$ cat src/rtl/rtc_three_wire_master_top_macros.svh
// ----------------------------------------------------------------------------
// Assertion macros for the three-wire serial master
// Immediate-cycle and next-cycle implication checks, compiled out for synthesis.
// ----------------------------------------------------------------------------
`ifndef RTC_THREE_WIRE_MASTER_TOP_MACROS_SVH
`define RTC_THREE_WIRE_MASTER_TOP_MACROS_SVH

`ifndef SYNTHESIS
`define RTC3W_ASSERT_IMP(label, clk, rstn, ante, cons) \
    label: assert property (@(posedge clk) disable iff (!rstn) (ante) |-> (cons)) \
        else $error("rtc3w check failed");
`define RTC3W_ASSERT_NXT(label, clk, rstn, ante, cons) \
    label: assert property (@(posedge clk) disable iff (!rstn) (ante) |=> (cons)) \
        else $error("rtc3w check failed");
`else
`define RTC3W_ASSERT_IMP(label, clk, rstn, ante, cons)
`define RTC3W_ASSERT_NXT(label, clk, rstn, ante, cons)
`endif

`endif

$ cat src/rtl/rtc3w_pkg.sv
// ----------------------------------------------------------------------------
// Three-wire serial master package
// Shared types, command codes, frame constants and BCD helpers.
// ----------------------------------------------------------------------------
package rtc3w_pkg;

    typedef logic [3:0] cmd_t;

    localparam cmd_t CMD_TICK        = 4'd0;
    localparam cmd_t CMD_REG_WRITE   = 4'd1;
    localparam cmd_t CMD_REG_READ    = 4'd2;
    localparam cmd_t CMD_RAM_WRITE   = 4'd3;
    localparam cmd_t CMD_RAM_READ    = 4'd4;
    localparam cmd_t CMD_CLK_BURST_W = 4'd5;
    localparam cmd_t CMD_CLK_BURST_R = 4'd6;
    localparam cmd_t CMD_RAM_BURST_W = 4'd7;
    localparam cmd_t CMD_RAM_BURST_R = 4'd8;

    localparam logic [7:0] BYTE_REG_BASE   = 8'h80;
    localparam logic [7:0] BYTE_RAM_BASE   = 8'hC0;
    localparam logic [7:0] BYTE_WP_ADDR    = 8'h8E;
    localparam logic [7:0] BYTE_WP_CLEAR   = 8'h00;
    localparam logic [7:0] BYTE_WP_SET     = 8'h80;
    localparam logic [7:0] BYTE_CLK_BURST  = 8'hBE;
    localparam logic [7:0] BYTE_RAM_BURST  = 8'hFE;
    localparam logic [7:0] BYTE_RAM_BURSTR = 8'hFF;
    localparam logic [7:0] BYTE_HALT_MASK  = 8'h7F;
    localparam logic [7:0] BYTE_CLK_STOP   = 8'h80;

    localparam logic [4:0] MAX_REG_INDEX  = 5'd8;
    localparam logic [4:0] MAX_CLK_INDEX  = 5'd6;
    localparam logic [1:0] LAST_FRAME     = 2'd2;
    localparam logic [1:0] DATA_FRAME     = 2'd1;
    localparam logic [2:0] LAST_BIT       = 3'd7;

    typedef enum logic [7:0] {
        ST_IDLE      = 8'b0000_0001,
        ST_START     = 8'b0000_0010,
        ST_SEND_LOW  = 8'b0000_0100,
        ST_SEND_HIGH = 8'b0000_1000,
        ST_RECV_LOW  = 8'b0001_0000,
        ST_RECV_HIGH = 8'b0010_0000,
        ST_END       = 8'b0100_0000,
        ST_RELEASE   = 8'b1000_0000
    } step_t;

    typedef struct packed {
        cmd_t       cmd;
        logic [4:0] index;
        logic [7:0] wdata;
        logic       io_in;
    } req_t;

    typedef struct packed {
        logic       ce;
        logic       sclk;
        logic       io_out;
        logic       io_drive;
        logic       busy_res;
        logic [7:0] rdata;
        logic       rdata_valid;
        logic       byte_taken;
        logic       done_res;
    } res_t;

    function automatic logic is_write(input cmd_t c);
        return (c == CMD_REG_WRITE) || (c == CMD_RAM_WRITE) ||
               (c == CMD_CLK_BURST_W) || (c == CMD_RAM_BURST_W);
    endfunction

    // Shift-add-three conversion; the hundreds digit is dropped.
    function automatic logic [7:0] to_bcd(input logic [7:0] v);
        logic [11:0] d;
        d = '0;
        for (int i = 7; i >= 0; i--) begin
            if (d[3:0] >= 4'd5) d[3:0] = d[3:0] + 4'd3;
            if (d[7:4] >= 4'd5) d[7:4] = d[7:4] + 4'd3;
            if (d[11:8] >= 4'd5) d[11:8] = d[11:8] + 4'd3;
            d = {d[10:0], v[i]};
        end
        return d[7:0];
    endfunction

    function automatic logic [7:0] from_bcd(input logic [7:0] v);
        logic [7:0] hi;
        hi = {4'b0000, v[7:4]};
        return (hi << 3) + (hi << 1) + {4'b0000, v[3:0]};
    endfunction

endpackage

$ cat src/rtl/rtc3w_seq.sv
// ----------------------------------------------------------------------------
// Three-wire serial master tick sequencer
// Holds the transaction state and computes the pin levels and result of one tick.
// ----------------------------------------------------------------------------
`include "rtc_three_wire_master_top_macros.svh"

module rtc3w_seq #(
    parameter int RAM_BYTES   = 31,
    parameter int CLOCK_BYTES = 7
) (
    input  logic            aclk,
    input  logic            aresetn,
    input  logic            en,
    input  logic            dec_conv,
    input  rtc3w_pkg::req_t req,
    output rtc3w_pkg::res_t res
);

    localparam logic [5:0] RAM_LIM = 6'(RAM_BYTES);
    localparam logic [5:0] CLK_LIM = 6'(CLOCK_BYTES);

    rtc3w_pkg::step_t step_reg, step_next;
    logic [1:0]       frame_reg, frame_next;
    logic [2:0]       bit_reg, bit_next;
    logic [4:0]       byte_reg, byte_next;
    logic [7:0]       shift_reg, shift_next;
    rtc3w_pkg::cmd_t  hcmd_reg, hcmd_next;
    logic [4:0]       hidx_reg, hidx_next;
    logic             ce_reg, ce_next;
    logic             sclk_reg, sclk_next;
    logic             io_reg, io_next;

    logic       cmd_ok;
    logic       in_clk;
    logic [7:0] in_load;
    logic [5:0] bc1;
    logic [5:0] fbytes;
    logic       nb_more;
    logic       nb_read;
    logic       nb_load;
    logic       nb_clk;
    logic [7:0] nb_val;
    logic [7:0] cmd_byte;
    logic [7:0] snd_byte;
    logic       rx_six;
    logic       rx_clk;
    logic       rx_sec;
    logic [7:0] rx_val;
    logic       do_next;

    always_comb begin
        unique case (req.cmd)
            rtc3w_pkg::CMD_REG_WRITE, rtc3w_pkg::CMD_REG_READ:
                cmd_ok = req.index <= rtc3w_pkg::MAX_REG_INDEX;
            rtc3w_pkg::CMD_RAM_WRITE, rtc3w_pkg::CMD_RAM_READ:
                cmd_ok = {1'b0, req.index} < RAM_LIM;
            rtc3w_pkg::CMD_CLK_BURST_W, rtc3w_pkg::CMD_CLK_BURST_R,
            rtc3w_pkg::CMD_RAM_BURST_W, rtc3w_pkg::CMD_RAM_BURST_R:
                cmd_ok = 1'b1;
            default:
                cmd_ok = 1'b0;
        endcase
    end

    assign in_clk = ((req.cmd == rtc3w_pkg::CMD_REG_WRITE) &&
                     (req.index <= rtc3w_pkg::MAX_CLK_INDEX)) ||
                    (req.cmd == rtc3w_pkg::CMD_CLK_BURST_W);
    assign in_load = !rtc3w_pkg::is_write(req.cmd) ? 8'h00 :
                     (in_clk && dec_conv) ? rtc3w_pkg::to_bcd(req.wdata) : req.wdata;

    always_comb begin
        if (frame_reg != rtc3w_pkg::DATA_FRAME) begin
            fbytes = 6'd2;
        end else if (hcmd_reg <= rtc3w_pkg::CMD_RAM_READ) begin
            fbytes = 6'd2;
        end else if (hcmd_reg <= rtc3w_pkg::CMD_CLK_BURST_R) begin
            fbytes = CLK_LIM + 6'd2;
        end else begin
            fbytes = RAM_LIM + 6'd1;
        end
    end

    assign bc1     = {1'b0, byte_reg} + 6'd1;
    assign nb_more = bc1 < fbytes;
    assign nb_read = (frame_reg == rtc3w_pkg::DATA_FRAME) && !rtc3w_pkg::is_write(hcmd_reg);
    assign nb_load = (frame_reg == rtc3w_pkg::DATA_FRAME) && (bc1 >= 6'd2) &&
                     ((hcmd_reg == rtc3w_pkg::CMD_RAM_BURST_W) ||
                      ((hcmd_reg == rtc3w_pkg::CMD_CLK_BURST_W) && (bc1 <= CLK_LIM)));
    assign nb_clk  = ((hcmd_reg == rtc3w_pkg::CMD_REG_WRITE) &&
                      (hidx_reg <= rtc3w_pkg::MAX_CLK_INDEX)) ||
                     ((hcmd_reg == rtc3w_pkg::CMD_CLK_BURST_W) &&
                      ({1'b0, byte_reg} < CLK_LIM));
    assign nb_val  = (nb_clk && dec_conv) ? rtc3w_pkg::to_bcd(req.wdata) : req.wdata;

    always_comb begin
        unique case (hcmd_reg)
            rtc3w_pkg::CMD_REG_WRITE:
                cmd_byte = rtc3w_pkg::BYTE_REG_BASE + {2'b00, hidx_reg, 1'b0};
            rtc3w_pkg::CMD_REG_READ:
                cmd_byte = rtc3w_pkg::BYTE_REG_BASE + {2'b00, hidx_reg, 1'b1};
            rtc3w_pkg::CMD_RAM_WRITE:
                cmd_byte = rtc3w_pkg::BYTE_RAM_BASE + {2'b00, hidx_reg, 1'b0};
            rtc3w_pkg::CMD_RAM_READ:
                cmd_byte = rtc3w_pkg::BYTE_RAM_BASE + {2'b00, hidx_reg, 1'b1};
            rtc3w_pkg::CMD_CLK_BURST_W:
                cmd_byte = rtc3w_pkg::BYTE_CLK_BURST;
            rtc3w_pkg::CMD_CLK_BURST_R:
                cmd_byte = rtc3w_pkg::BYTE_CLK_BURST | 8'h01;
            rtc3w_pkg::CMD_RAM_BURST_W:
                cmd_byte = rtc3w_pkg::BYTE_RAM_BURST;
            default:
                cmd_byte = rtc3w_pkg::BYTE_RAM_BURSTR;
        endcase
    end

    always_comb begin
        if (frame_reg == 2'd0) begin
            snd_byte = (byte_reg == 5'd0) ? rtc3w_pkg::BYTE_WP_ADDR : rtc3w_pkg::BYTE_WP_CLEAR;
        end else if (frame_reg != rtc3w_pkg::DATA_FRAME) begin
            snd_byte = (byte_reg == 5'd0) ? rtc3w_pkg::BYTE_WP_ADDR : rtc3w_pkg::BYTE_WP_SET;
        end else if (byte_reg == 5'd0) begin
            snd_byte = cmd_byte;
        end else if ((hcmd_reg == rtc3w_pkg::CMD_CLK_BURST_W) &&
                     ({1'b0, byte_reg} == CLK_LIM + 6'd1)) begin
            snd_byte = rtc3w_pkg::BYTE_CLK_STOP;
        end else begin
            snd_byte = shift_reg;
        end
    end

    assign rx_six = hcmd_reg == rtc3w_pkg::CMD_CLK_BURST_R;
    assign rx_clk = ((hcmd_reg == rtc3w_pkg::CMD_REG_READ) &&
                     (hidx_reg <= rtc3w_pkg::MAX_CLK_INDEX)) ||
                    (rx_six && (byte_reg != 5'd0) && ({1'b0, byte_reg} <= CLK_LIM));
    assign rx_sec = ((hcmd_reg == rtc3w_pkg::CMD_REG_READ) && (hidx_reg == 5'd0)) ||
                    (rx_six && (byte_reg == 5'd1));
    assign rx_val = !(rx_clk && dec_conv) ? shift_reg :
                    rtc3w_pkg::from_bcd(rx_sec ? (shift_reg & rtc3w_pkg::BYTE_HALT_MASK)
                                               : shift_reg);

    always_comb begin
        step_next  = step_reg;
        frame_next = frame_reg;
        bit_next   = bit_reg;
        byte_next  = byte_reg;
        shift_next = shift_reg;
        hcmd_next  = hcmd_reg;
        hidx_next  = hidx_reg;
        ce_next    = ce_reg;
        sclk_next  = sclk_reg;
        io_next    = io_reg;
        do_next    = 1'b0;
        res        = '0;
        res.busy_res = 1'b1;
        res.io_drive = 1'b1;

        unique case (step_reg)
            rtc3w_pkg::ST_IDLE: begin
                if (cmd_ok) begin
                    hcmd_next  = req.cmd;
                    hidx_next  = req.index;
                    shift_next = in_load;
                    frame_next = 2'd0;
                    byte_next  = 5'd0;
                    bit_next   = 3'd0;
                    ce_next    = 1'b1;
                    sclk_next  = 1'b0;
                    io_next    = 1'b0;
                    step_next  = rtc3w_pkg::ST_SEND_LOW;
                end else begin
                    res.busy_res = 1'b0;
                end
            end
            rtc3w_pkg::ST_START: begin
                ce_next   = 1'b1;
                sclk_next = 1'b0;
                io_next   = 1'b0;
                byte_next = 5'd0;
                bit_next  = 3'd0;
                step_next = rtc3w_pkg::ST_SEND_LOW;
            end
            rtc3w_pkg::ST_SEND_LOW: begin
                ce_next   = 1'b1;
                sclk_next = 1'b0;
                io_next   = snd_byte[bit_reg];
                step_next = rtc3w_pkg::ST_SEND_HIGH;
            end
            rtc3w_pkg::ST_SEND_HIGH: begin
                sclk_next = 1'b1;
                if (bit_reg != rtc3w_pkg::LAST_BIT) begin
                    bit_next  = bit_reg + 3'd1;
                    step_next = rtc3w_pkg::ST_SEND_LOW;
                end else begin
                    bit_next = 3'd0;
                    do_next  = 1'b1;
                end
            end
            rtc3w_pkg::ST_RECV_LOW: begin
                res.io_drive = 1'b0;
                ce_next    = 1'b1;
                sclk_next  = 1'b0;
                io_next    = 1'b1;
                shift_next = {req.io_in, shift_reg[7:1]};
                step_next  = rtc3w_pkg::ST_RECV_HIGH;
            end
            rtc3w_pkg::ST_RECV_HIGH: begin
                res.io_drive = 1'b0;
                ce_next   = 1'b1;
                sclk_next = 1'b1;
                io_next   = 1'b1;
                if (bit_reg != rtc3w_pkg::LAST_BIT) begin
                    bit_next  = bit_reg + 3'd1;
                    step_next = rtc3w_pkg::ST_RECV_LOW;
                end else begin
                    bit_next = 3'd0;
                    do_next  = 1'b1;
                    if (!(rx_six && ({1'b0, byte_reg} == CLK_LIM + 6'd1))) begin
                        res.rdata       = rx_val;
                        res.rdata_valid = 1'b1;
                    end
                end
            end
            rtc3w_pkg::ST_END: begin
                ce_next   = 1'b0;
                sclk_next = 1'b1;
                io_next   = 1'b0;
                step_next = rtc3w_pkg::ST_RELEASE;
            end
            rtc3w_pkg::ST_RELEASE: begin
                ce_next   = 1'b0;
                sclk_next = 1'b1;
                io_next   = 1'b1;
                if (frame_reg < rtc3w_pkg::LAST_FRAME) begin
                    frame_next = frame_reg + 2'd1;
                    step_next  = rtc3w_pkg::ST_START;
                end else begin
                    frame_next   = 2'd0;
                    step_next    = rtc3w_pkg::ST_IDLE;
                    res.done_res = 1'b1;
                end
            end
            default: begin
                step_next    = rtc3w_pkg::ST_IDLE;
                ce_next      = 1'b0;
                sclk_next    = 1'b1;
                io_next      = 1'b1;
                res.busy_res = 1'b0;
            end
        endcase

        if (do_next) begin
            if (nb_more) begin
                byte_next = bc1[4:0];
                if (nb_read) begin
                    step_next = rtc3w_pkg::ST_RECV_LOW;
                end else begin
                    if (nb_load) begin
                        shift_next     = nb_val;
                        res.byte_taken = 1'b1;
                    end
                    step_next = rtc3w_pkg::ST_SEND_LOW;
                end
            end else begin
                step_next = rtc3w_pkg::ST_END;
            end
        end

        res.ce     = ce_next;
        res.sclk   = sclk_next;
        res.io_out = io_next;
    end

    always_ff @(posedge aclk) begin
        if (!aresetn) begin
            step_reg  <= rtc3w_pkg::ST_IDLE;
            frame_reg <= '0;
            bit_reg   <= '0;
            byte_reg  <= '0;
            shift_reg <= '0;
            hcmd_reg  <= rtc3w_pkg::CMD_TICK;
            hidx_reg  <= '0;
            ce_reg    <= 1'b0;
            sclk_reg  <= 1'b1;
            io_reg    <= 1'b1;
        end else if (en) begin
            step_reg  <= step_next;
            frame_reg <= frame_next;
            bit_reg   <= bit_next;
            byte_reg  <= byte_next;
            shift_reg <= shift_next;
            hcmd_reg  <= hcmd_next;
            hidx_reg  <= hidx_next;
            ce_reg    <= ce_next;
            sclk_reg  <= sclk_next;
            io_reg    <= io_next;
        end
    end

    `RTC3W_ASSERT_NXT(a_last_release_idles, aclk, aresetn, en && (step_reg == rtc3w_pkg::ST_RELEASE) && (frame_reg == rtc3w_pkg::LAST_FRAME), step_reg == rtc3w_pkg::ST_IDLE)
    `RTC3W_ASSERT_NXT(a_bad_request_stays_idle, aclk, aresetn, en && (step_reg == rtc3w_pkg::ST_IDLE) && !cmd_ok, (step_reg == rtc3w_pkg::ST_IDLE) && !ce_reg)
    `RTC3W_ASSERT_IMP(a_rdata_only_on_read, aclk, aresetn, en && res.rdata_valid, !rtc3w_pkg::is_write(hcmd_reg) && (hcmd_reg != rtc3w_pkg::CMD_TICK))
    `RTC3W_ASSERT_IMP(a_taken_only_on_burst_write, aclk, aresetn, en && res.byte_taken, (hcmd_reg == rtc3w_pkg::CMD_CLK_BURST_W) || (hcmd_reg == rtc3w_pkg::CMD_RAM_BURST_W))

endmodule

$ cat src/rtl/rtc_three_wire_master_top.sv
// ----------------------------------------------------------------------------
// Three-wire serial master for a real-time-clock chip
// Tick-driven master that frames register, RAM and burst transfers.
//
//   Channel   Direction  Handshake            Payload
//   s_        in         s_valid / s_ready    cmd, index, wdata, io_in
//   m_        out        m_valid / m_ready    pin levels, status, read byte
//   cfg_      in         cfg_we               decimal_convert
//
// One request enters per cycle unless a full result register is not being drained.
// The request register feeds the tick sequencer, whose result is registered.
// Both stages advance together whenever the result register is empty or drained.
// Reset is synchronous; the sequencer resets to ce low, sclk and io high.
// ----------------------------------------------------------------------------
module rtc_three_wire_master_top #(
    parameter int RAM_BYTES   = 31,
    parameter int CLOCK_BYTES = 7
) (
    input  logic       aclk,
    input  logic       aresetn,
    input  logic       cfg_we,
    input  logic       cfg_wdata,
    input  logic       s_valid,
    output logic       s_ready,
    input  logic [3:0] s_cmd,
    input  logic [4:0] s_index,
    input  logic [7:0] s_wdata,
    input  logic       s_io_in,
    output logic       m_valid,
    input  logic       m_ready,
    output logic       m_ce,
    output logic       m_sclk,
    output logic       m_io_out,
    output logic       m_io_drive,
    output logic       m_busy_res,
    output logic [7:0] m_rdata,
    output logic       m_rdata_valid,
    output logic       m_byte_taken,
    output logic       m_done_res
);

    logic            dec_reg;
    logic            in_valid_reg;
    rtc3w_pkg::req_t in_reg;
    logic            out_valid_reg;
    rtc3w_pkg::res_t out_reg;
    rtc3w_pkg::res_t res_next;
    logic            adv;

    assign adv     = in_valid_reg && (!out_valid_reg || m_ready);
    assign s_ready = !in_valid_reg || adv;

    always_ff @(posedge aclk) begin
        if (!aresetn) begin
            dec_reg <= 1'b1;
        end else if (cfg_we) begin
            dec_reg <= cfg_wdata;
        end
    end

    always_ff @(posedge aclk) begin
        if (!aresetn) begin
            in_valid_reg  <= 1'b0;
            out_valid_reg <= 1'b0;
        end else begin
            if (s_ready) begin
                in_valid_reg <= s_valid;
            end
            if (adv) begin
                out_valid_reg <= 1'b1;
            end else if (m_ready) begin
                out_valid_reg <= 1'b0;
            end
        end
    end

    always_ff @(posedge aclk) begin
        if (s_valid && s_ready) begin
            in_reg <= '{cmd: s_cmd, index: s_index, wdata: s_wdata, io_in: s_io_in};
        end
        if (adv) begin
            out_reg <= res_next;
        end
    end

    rtc3w_seq #(
        .RAM_BYTES  (RAM_BYTES),
        .CLOCK_BYTES(CLOCK_BYTES)
    ) u_seq (
        .aclk    (aclk),
        .aresetn (aresetn),
        .en      (adv),
        .dec_conv(dec_reg),
        .req     (in_reg),
        .res     (res_next)
    );

    assign m_valid       = out_valid_reg;
    assign m_ce          = out_reg.ce;
    assign m_sclk        = out_reg.sclk;
    assign m_io_out      = out_reg.io_out;
    assign m_io_drive    = out_reg.io_drive;
    assign m_busy_res    = out_reg.busy_res;
    assign m_rdata       = out_reg.rdata;
    assign m_rdata_valid = out_reg.rdata_valid;
    assign m_byte_taken  = out_reg.byte_taken;
    assign m_done_res    = out_reg.done_res;

endmodule

$ cat config.mk
export PLATFORM = sky130hd
export DESIGN_NAME = rtc_three_wire_master_top
export DESIGN_NICKNAME = d
export VERILOG_FILES = /design/src/rtl/rtc3w_pkg.sv /design/src/rtl/rtc3w_seq.sv /design/src/rtl/rtc_three_wire_master_top.sv
export VERILOG_INCLUDE_DIRS = /design/src /design/src/rtl
export SDC_FILE = /design/constraint.sdc
export NUM_CORES = 1
export LEC_CHECK = 0
export BUFFER_PORTS_ARGS = -buffer_cell sky130_fd_sc_hd__buf_2
export CAP_MARGIN = 20
export CORE_ASPECT_RATIO = 1.5
export CORE_MARGIN = 5
export CORE_UTILIZATION = 63
export CTS_BUF_LIST = sky130_fd_sc_hd__clkbuf_2
export DETAILED_ROUTE_END_ITERATION = 8
export GPL_TIMING_DRIVEN = 0
export PLACE_DENSITY = 0.95
export SETUP_SLACK_MARGIN = 0.02
export SLEW_MARGIN = 20
export SYNTH_ARGS = -nofsm -noshare
export SYNTH_HDL_FRONTEND = slang
export SYNTH_HIERARCHICAL = 1
export SYNTH_SLANG_ARGS = --single-unit
export TNS_END_PERCENT = 100
$ cat constraint.sdc
create_clock -name aclk -period 5.4 [get_ports aclk]
set_input_delay 0 -clock aclk [delete_from_list [all_inputs] [get_ports aclk]]
set_output_delay 0 -clock aclk [all_outputs]
set_load 0.05 [all_outputs]
Word level (Yosys, flattened, before mapping)
Index checks and enable logic that the tools add are counted.

Bits in registers: 75. Input port bits: 24. Output and inout port bits: 18. Word-level logic and storage cells: 220.

$add $sub $neg: 16. Order comparisons: 20. Equality and inequality tests: 32. Muxes and demuxes: 65. Bitwise operators: 3. Reductions and logical operators: 58.

Operators by type and width (number): $mux W8 (19); $pmux W8 S8 (1); $pmux W8 S7 (1); $eq A4 B3 Y1 const B (8); $mux W4 (6); $ge A4 B3 Y1 const B (5); $mux W5 (4); $logic_and A1 B1 Y1 (19); $mux W6 (3); $add A4 B2 Y4 const B (4); $add A7 B7 Y8 const A (2); $add A8 B6 Y8 const A (2); $eq A4 B2 Y1 const B (4); $pmux W8 S2 (1); $le A5 B3 Y1 const B (3); $logic_or A1 B1 Y1 (13); $mux W1 (13); $mux W3 (4); $reduce_or A2 Y1 (6); $logic_not A5 Y1 (2); $pmux W5 S2 (1); $ne A3 B1 Y1 const B (3); $pmux W3 S3 (1); $reduce_and A3 Y1 (3); other kinds (49) (66).

Logic depth before layout (Yosys ltp)
Depth after elaboration: 18. Mapped depth: 24. Mapped depth without buffers: 23.

Cells and area by module
The synthesis kept the hierarchy.

By module, submodules not included: rtc3w_seq (times used 1, cells each 584, area an instance 4225.3 um^2, seq. area each 760.7 um^2); rtc_three_wire_master_top (times used 1, cells each 46, area an instance 1158.6 um^2, seq. area each 1081.0 um^2).

Worst setup path after synthesis
Ideal clock, no wire load.

Path kind: register to register. From: register in_reg[7] in the netlist's numbering. To: register u_seq.shift_reg[5]. Setup time: 0.120 ns. Arrival time: 4.241 ns. Required time: 5.280 ns. Setup slack: 1.038 ns. Cell stages (with the launch flop): 25. Buffers on the path: 1. Period minus slack after synthesis: 4.362 ns. Cell sequence: edfxtp_1 buf_6 inv_1 ha_1 o21bai_1 mux2_2 ha_1 nand2b_1 o211a_1 o211a_1 inv_2 ha_1 nand2b_1 nand2_1 mux2i_2 ha_1 nor2b_1 nor3_1 a21oi_1 ha_1 a32oi_1 o211ai_1 mux2_2 a21oi_1 nor3_1.

Longest elaborated chain between the ends: 18. Elaborated cells between the ends (all ways): 27. Classes of those cells: add/sub: 6; order compare: 6; mux: 15.

RTL lines: from (decl) (RTL line rtc_three_wire_master_top.sv:44) `rtc3w_pkg::req_t in_reg;`; from (signal assigned) (RTL line rtc_three_wire_master_top.sv:79) `in_reg <= '{cmd: s_cmd, index: s_index, wdata: s_wdata, io_in: s_io_in};`; $add A3 B2 Y4 or $ge A3 B3 Y1 (tied branches) (RTL line rtc3w_pkg.sv:76) `if (d[3:0] >= 4'd5) d[3:0] = d[3:0] + 4'd3;`; $mux W4 * (RTL line rtc3w_pkg.sv:76); $add A4 B2 Y4 or $ge A4 B3 Y1 (tied branches) (RTL line rtc3w_pkg.sv:76); $mux W4 (RTL line rtc3w_pkg.sv:76); $ge A4 B3 Y1 or $add A4 B2 Y4 (tied branches) (RTL line rtc3w_pkg.sv:76); $mux W4 (RTL line rtc3w_pkg.sv:76); $add A4 B2 Y4 (tied with other cells) (RTL line rtc3w_pkg.sv:76); $mux W4 or $mux W3 (tied branches) (RTL line rtc3w_pkg.sv:76, rtc3w_pkg.sv:77); [... 2 more ...]; $mux W8 (RTL line rtc3w_seq.sv:69) `(in_clk && dec_conv) ? rtc3w_pkg::to_bcd(req.wdata) : req.wdata;`; $mux W8 (RTL line rtc3w_seq.sv:68) `assign in_load = !rtc3w_pkg::is_write(req.cmd) ? 8'h00 :`; $mux W8 (RTL line rtc3w_seq.sv:159) `if (cmd_ok) begin`; $pmux W8 S2 (RTL line rtc3w_seq.sv:157) `unique case (step_reg)`; $mux W8 (RTL line rtc3w_seq.sv:257) `if (nb_load) begin`; $mux W8 (RTL line rtc3w_seq.sv:254) `if (nb_read) begin`; $mux W8 (RTL line rtc3w_seq.sv:252) `if (nb_more) begin`; $mux W8 * (RTL line rtc3w_seq.sv:251) `if (do_next) begin`; to (signal assigned) (RTL line rtc3w_seq.sv:290) `shift_reg <= shift_next;`; to (decl) (RTL line rtc3w_seq.sv:26) `logic [7:0] shift_reg, shift_next;`.

Every way passes the cells marked *; elsewhere a longest branch is shown, timed or not. A chain may end at the register's enable or synchronous reset.

Final worst setup path
Ends and elaborated chain as after synthesis.

==> flow_summary.toml <==
[synthesis]
synth_edf_count = 34
synth-main-ff-cell = "dfxtp_1"
syn_avg_cell_area_sq_um = 8.546
synth_most_common_cell = "nor2_1"
yosysTopAreaCellShare_pct = 18.96
synth_area_leader_cell = "edfxtp_1"
ys_ff_latch = 75
netlist_area_sq_mm = 0.005384
netlist_top_cells_area = "edfxtp_1, dfxtp_1, nor2_1, ha_1, a21oi_1"
ys_warn_count = 6
synth_cell_types = 85
ys_seq_area_share_pct = 34.21
synth_common_cells = "nor2_1, nand2_1, a21oi_1, dfxtp_1, o21ai_0"
async_flop_share_pct = 0
synthesis.instances = 630
synth_nets = 680

[floorplanning]
dieArea_sq_mm = 0.01053
rows = 41
coreArea_sq_mm = 0.008362
fp.dieW_um = 85.48
fp.dieH_um = 123.2
start_util_pct = 64.39
ios = 42

[sta]
min_period_over_period_pct = 96.12
fin_setup_tns_ns = 0
fmax_mhz = 192.7
maxSlewViolCount = 0
finalCriticalPeriod_ns = 5.190
finalHoldViolCount = 0
layout_setup_ws_ns = 0.2097
rsz0062_at_grt = "no"
finalSetupViolCount = 0
relSlewSlack_pct = 26.96
worstMarginPinSlew_ns = 1.079
fin_skew_ns = 0.01629

[run]
max-cap-violations = 0

[clock_network]
cts_tree = "yes"
clock_tree.root_cell = "clkbuf_2"
numCtsBuffers = 9
cts_sinks = 75
clkLatencyLatePin_ns = 0.55
clk_pin_slew_ns = 0.21
cts_buffer_depth = 2
htree_levels = 3

[final_layout]
drive_above_1_share_pct = 13.73
synthToLayoutAreaGrowth_pct = 13.90
nNetsFinal = 759
fin_util_pct = 73.34
final_area_sq_mm = 0.006132
largest_reg_flops = 18
nFillCells = 608
antennaDiodeCount = 0

[routing]
drc_errors = 0
first_iter_violations = 487
route.vias.total = 5486
drt-total-wl_um = 15760
routedWlPerCell_um = 19.19
dr.pass1.iters = 8
ant_nets = 0
via_per_inst = 6.682

[setup_path]
end_kind = "flop"
path_max_fanout = 10
path_class = "flop to flop"
reg2reg_to = "u_seq/shift_reg[5]"
reg2reg_slack_ns = 0.21
cp-start-kind = "flop"
cp.arrival_ns = 5.65
critPathRequiredTime_ns = 5.86
r2r_start = "in_reg[7]"
r2r_cells = 22

[placement]
pre_cts_slack_ns = 0.3509
gp_congestion = 1.014
port_buffers = 41
place_area_sq_mm = 0.005741
hpwlAfterDp_um = 11180

[power]
power_density_mw_per_mm2 = 221.9
power.switching_mw = 0.4770
p_clk_share_pct = 23.3
vdd_drop_max_mv = 0.2054
p_comb_share_pct = 29.7
intPower_mw = 0.8836
leakagePower_nw = 2.426
swShare_pct = 35.06
p_seq_share_pct = 47.0

[global_route]
grt-ovfl-total = 0
grt_pass1_vias = 5263
grt_max_degree = 19
antenna_found_initial = 0
grt_pass1_wl_um = 24580
grtUsageTotal_pct = 29.63

[min_path]
worstHoldPathCells = 2
min_to = "in_reg[17]"
min_path_type = "input port to flop"
min_from = "s_cmd[3]"

[outcome]
outcome = "completed"
==> power by group through the flow <==
stage	logic (mW)	registers, mW	clock network [mW]
2_1_floorplan	0.260	0.669	0
3_3_place_gp	0.350	0.649	0
3_5_place_dp	0.367	0.650	0
4_1_cts	0.384	0.638	0.315
5_1_grt	0.432	0.643	0.345
6_report	0.404	0.640	0.317
==> cell families (layout without fill, tap and decap cells) <==
family | after synthesis | count (layout) | synth area share (%)
mux | 23 | 23 | 4.648
simple gates | 242 | 242 | 23.12
fa+ha+maj | 26 | 26 | 6.321
flops | 75 | 75 | 34.21
xor+xnor | 16 | 16 | 2.742
buf+inv | 64 | 148 | 5.136
compound gates | 184 | 184 | 23.82
==> routing by layer <==
metal,up-vias,track usage (%),share of wire (%)
li1,2506,-,-
met1,2520,29.22,34
met2,355,54.82,52
met3,105,5.467,6.7
met4,0,20.99,7.1
met5,-,0,0
==> critical path, cell delays in order (launching register included) <==
cell and delay, ns:
edfxtp_1 0.50, buf_6 0.18, inv_1 0.14, ha_1 0.30
o21bai_1 0.08, mux2_2 0.32, ha_1 0.21, nand2b_1 0.22
o2111ai_1 0.16, o211a_1 0.33, inv_2 0.11, a211oi_1 0.47
mux2i_4 0.41, ha_1 0.20, nor2b_1 0.07, nor3_1 0.20
a21oi_1 0.10, ha_1 0.24, a32oi_1 0.21, o211ai_1 0.12
mux2_2 0.29, a21oi_1 0.16, nor3_1 0.06
==> final cells by class <==
class                   instances  area, sq um  share of cell area (%)
multi-input cells             491         3288                   53.62
flip-flops and latches         75         1842                   30.03
repair buffers                 68        476.7                   7.774
plain buffers                  33        160.2                   2.612
well taps                     107        133.9                   2.183
inverters                      31        116.4                   1.898
clock inverters                 6        65.06                   1.061
clock buffers                  10        50.05                  0.8162
==> worst max path at each step <==
stage,start,to,slack (ns),cells after the start
3_3_place_gp,in_reg[7],u_seq/shift_reg[5],0.56,24
5_1_grt,in_reg[7],u_seq/shift_reg[5],0.05,22
6_report,in_reg[7],u_seq/shift_reg[5],0.21,22
4_1_cts,in_reg[7],u_seq/shift_reg[5],0.30,24
3_5_place_dp,in_reg[7],u_seq/shift_reg[5],0.35,24
2_1_floorplan,in_reg[7],u_seq/shift_reg[5],1.04,24
==> repair_timing <==
| action | CTS | global route |
|---|---|---|
| gates resized for setup | 0 | 2 |
| setup endpoints to repair | 0 | 1 |
| buffers inserted | 0 | 0 |
| hold endpoints to repair | 49 | 0 |
| hold buffers | 26 | 0 |
==> placed cells by master, fill, tap and decap left out, types with 16 or more instances in the layout <==
| master | Yosys | routed |
|---|---|---|
| nor2_1 | 82 | 82 |
| nand2_1 | 43 | 43 |
| buf_2 | 2 | 43 |
| dfxtp_1 | 41 | 41 |
| a21oi_1 | 41 | 40 |
| o21ai_0 | 39 | 39 |
| edfxtp_1 | 34 | 34 |
| inv_1 | 27 | 27 |
| dlygate4sd3_1 | 0 | 26 |
| clkbuf_1 | 25 | 25 |
| ha_1 | 24 | 24 |
| nand3_1 | 19 | 19 |
| mux2i_1 | 18 | 18 |
| nor2b_1 | 17 | 16 |
==> metrics by stage <==
stage,total power [mW],cells,hold WS [ns]
after floorplan,0.9290,630,0.06194
after global placement,0.9990,778,0.1768
after detailed placement,1.018,779,0.1784
after CTS,1.337,821,0.1265
after global routing,1.420,821,0.1164
final,1.361,821,0.1419
Power figures use the tool's default switching activity.
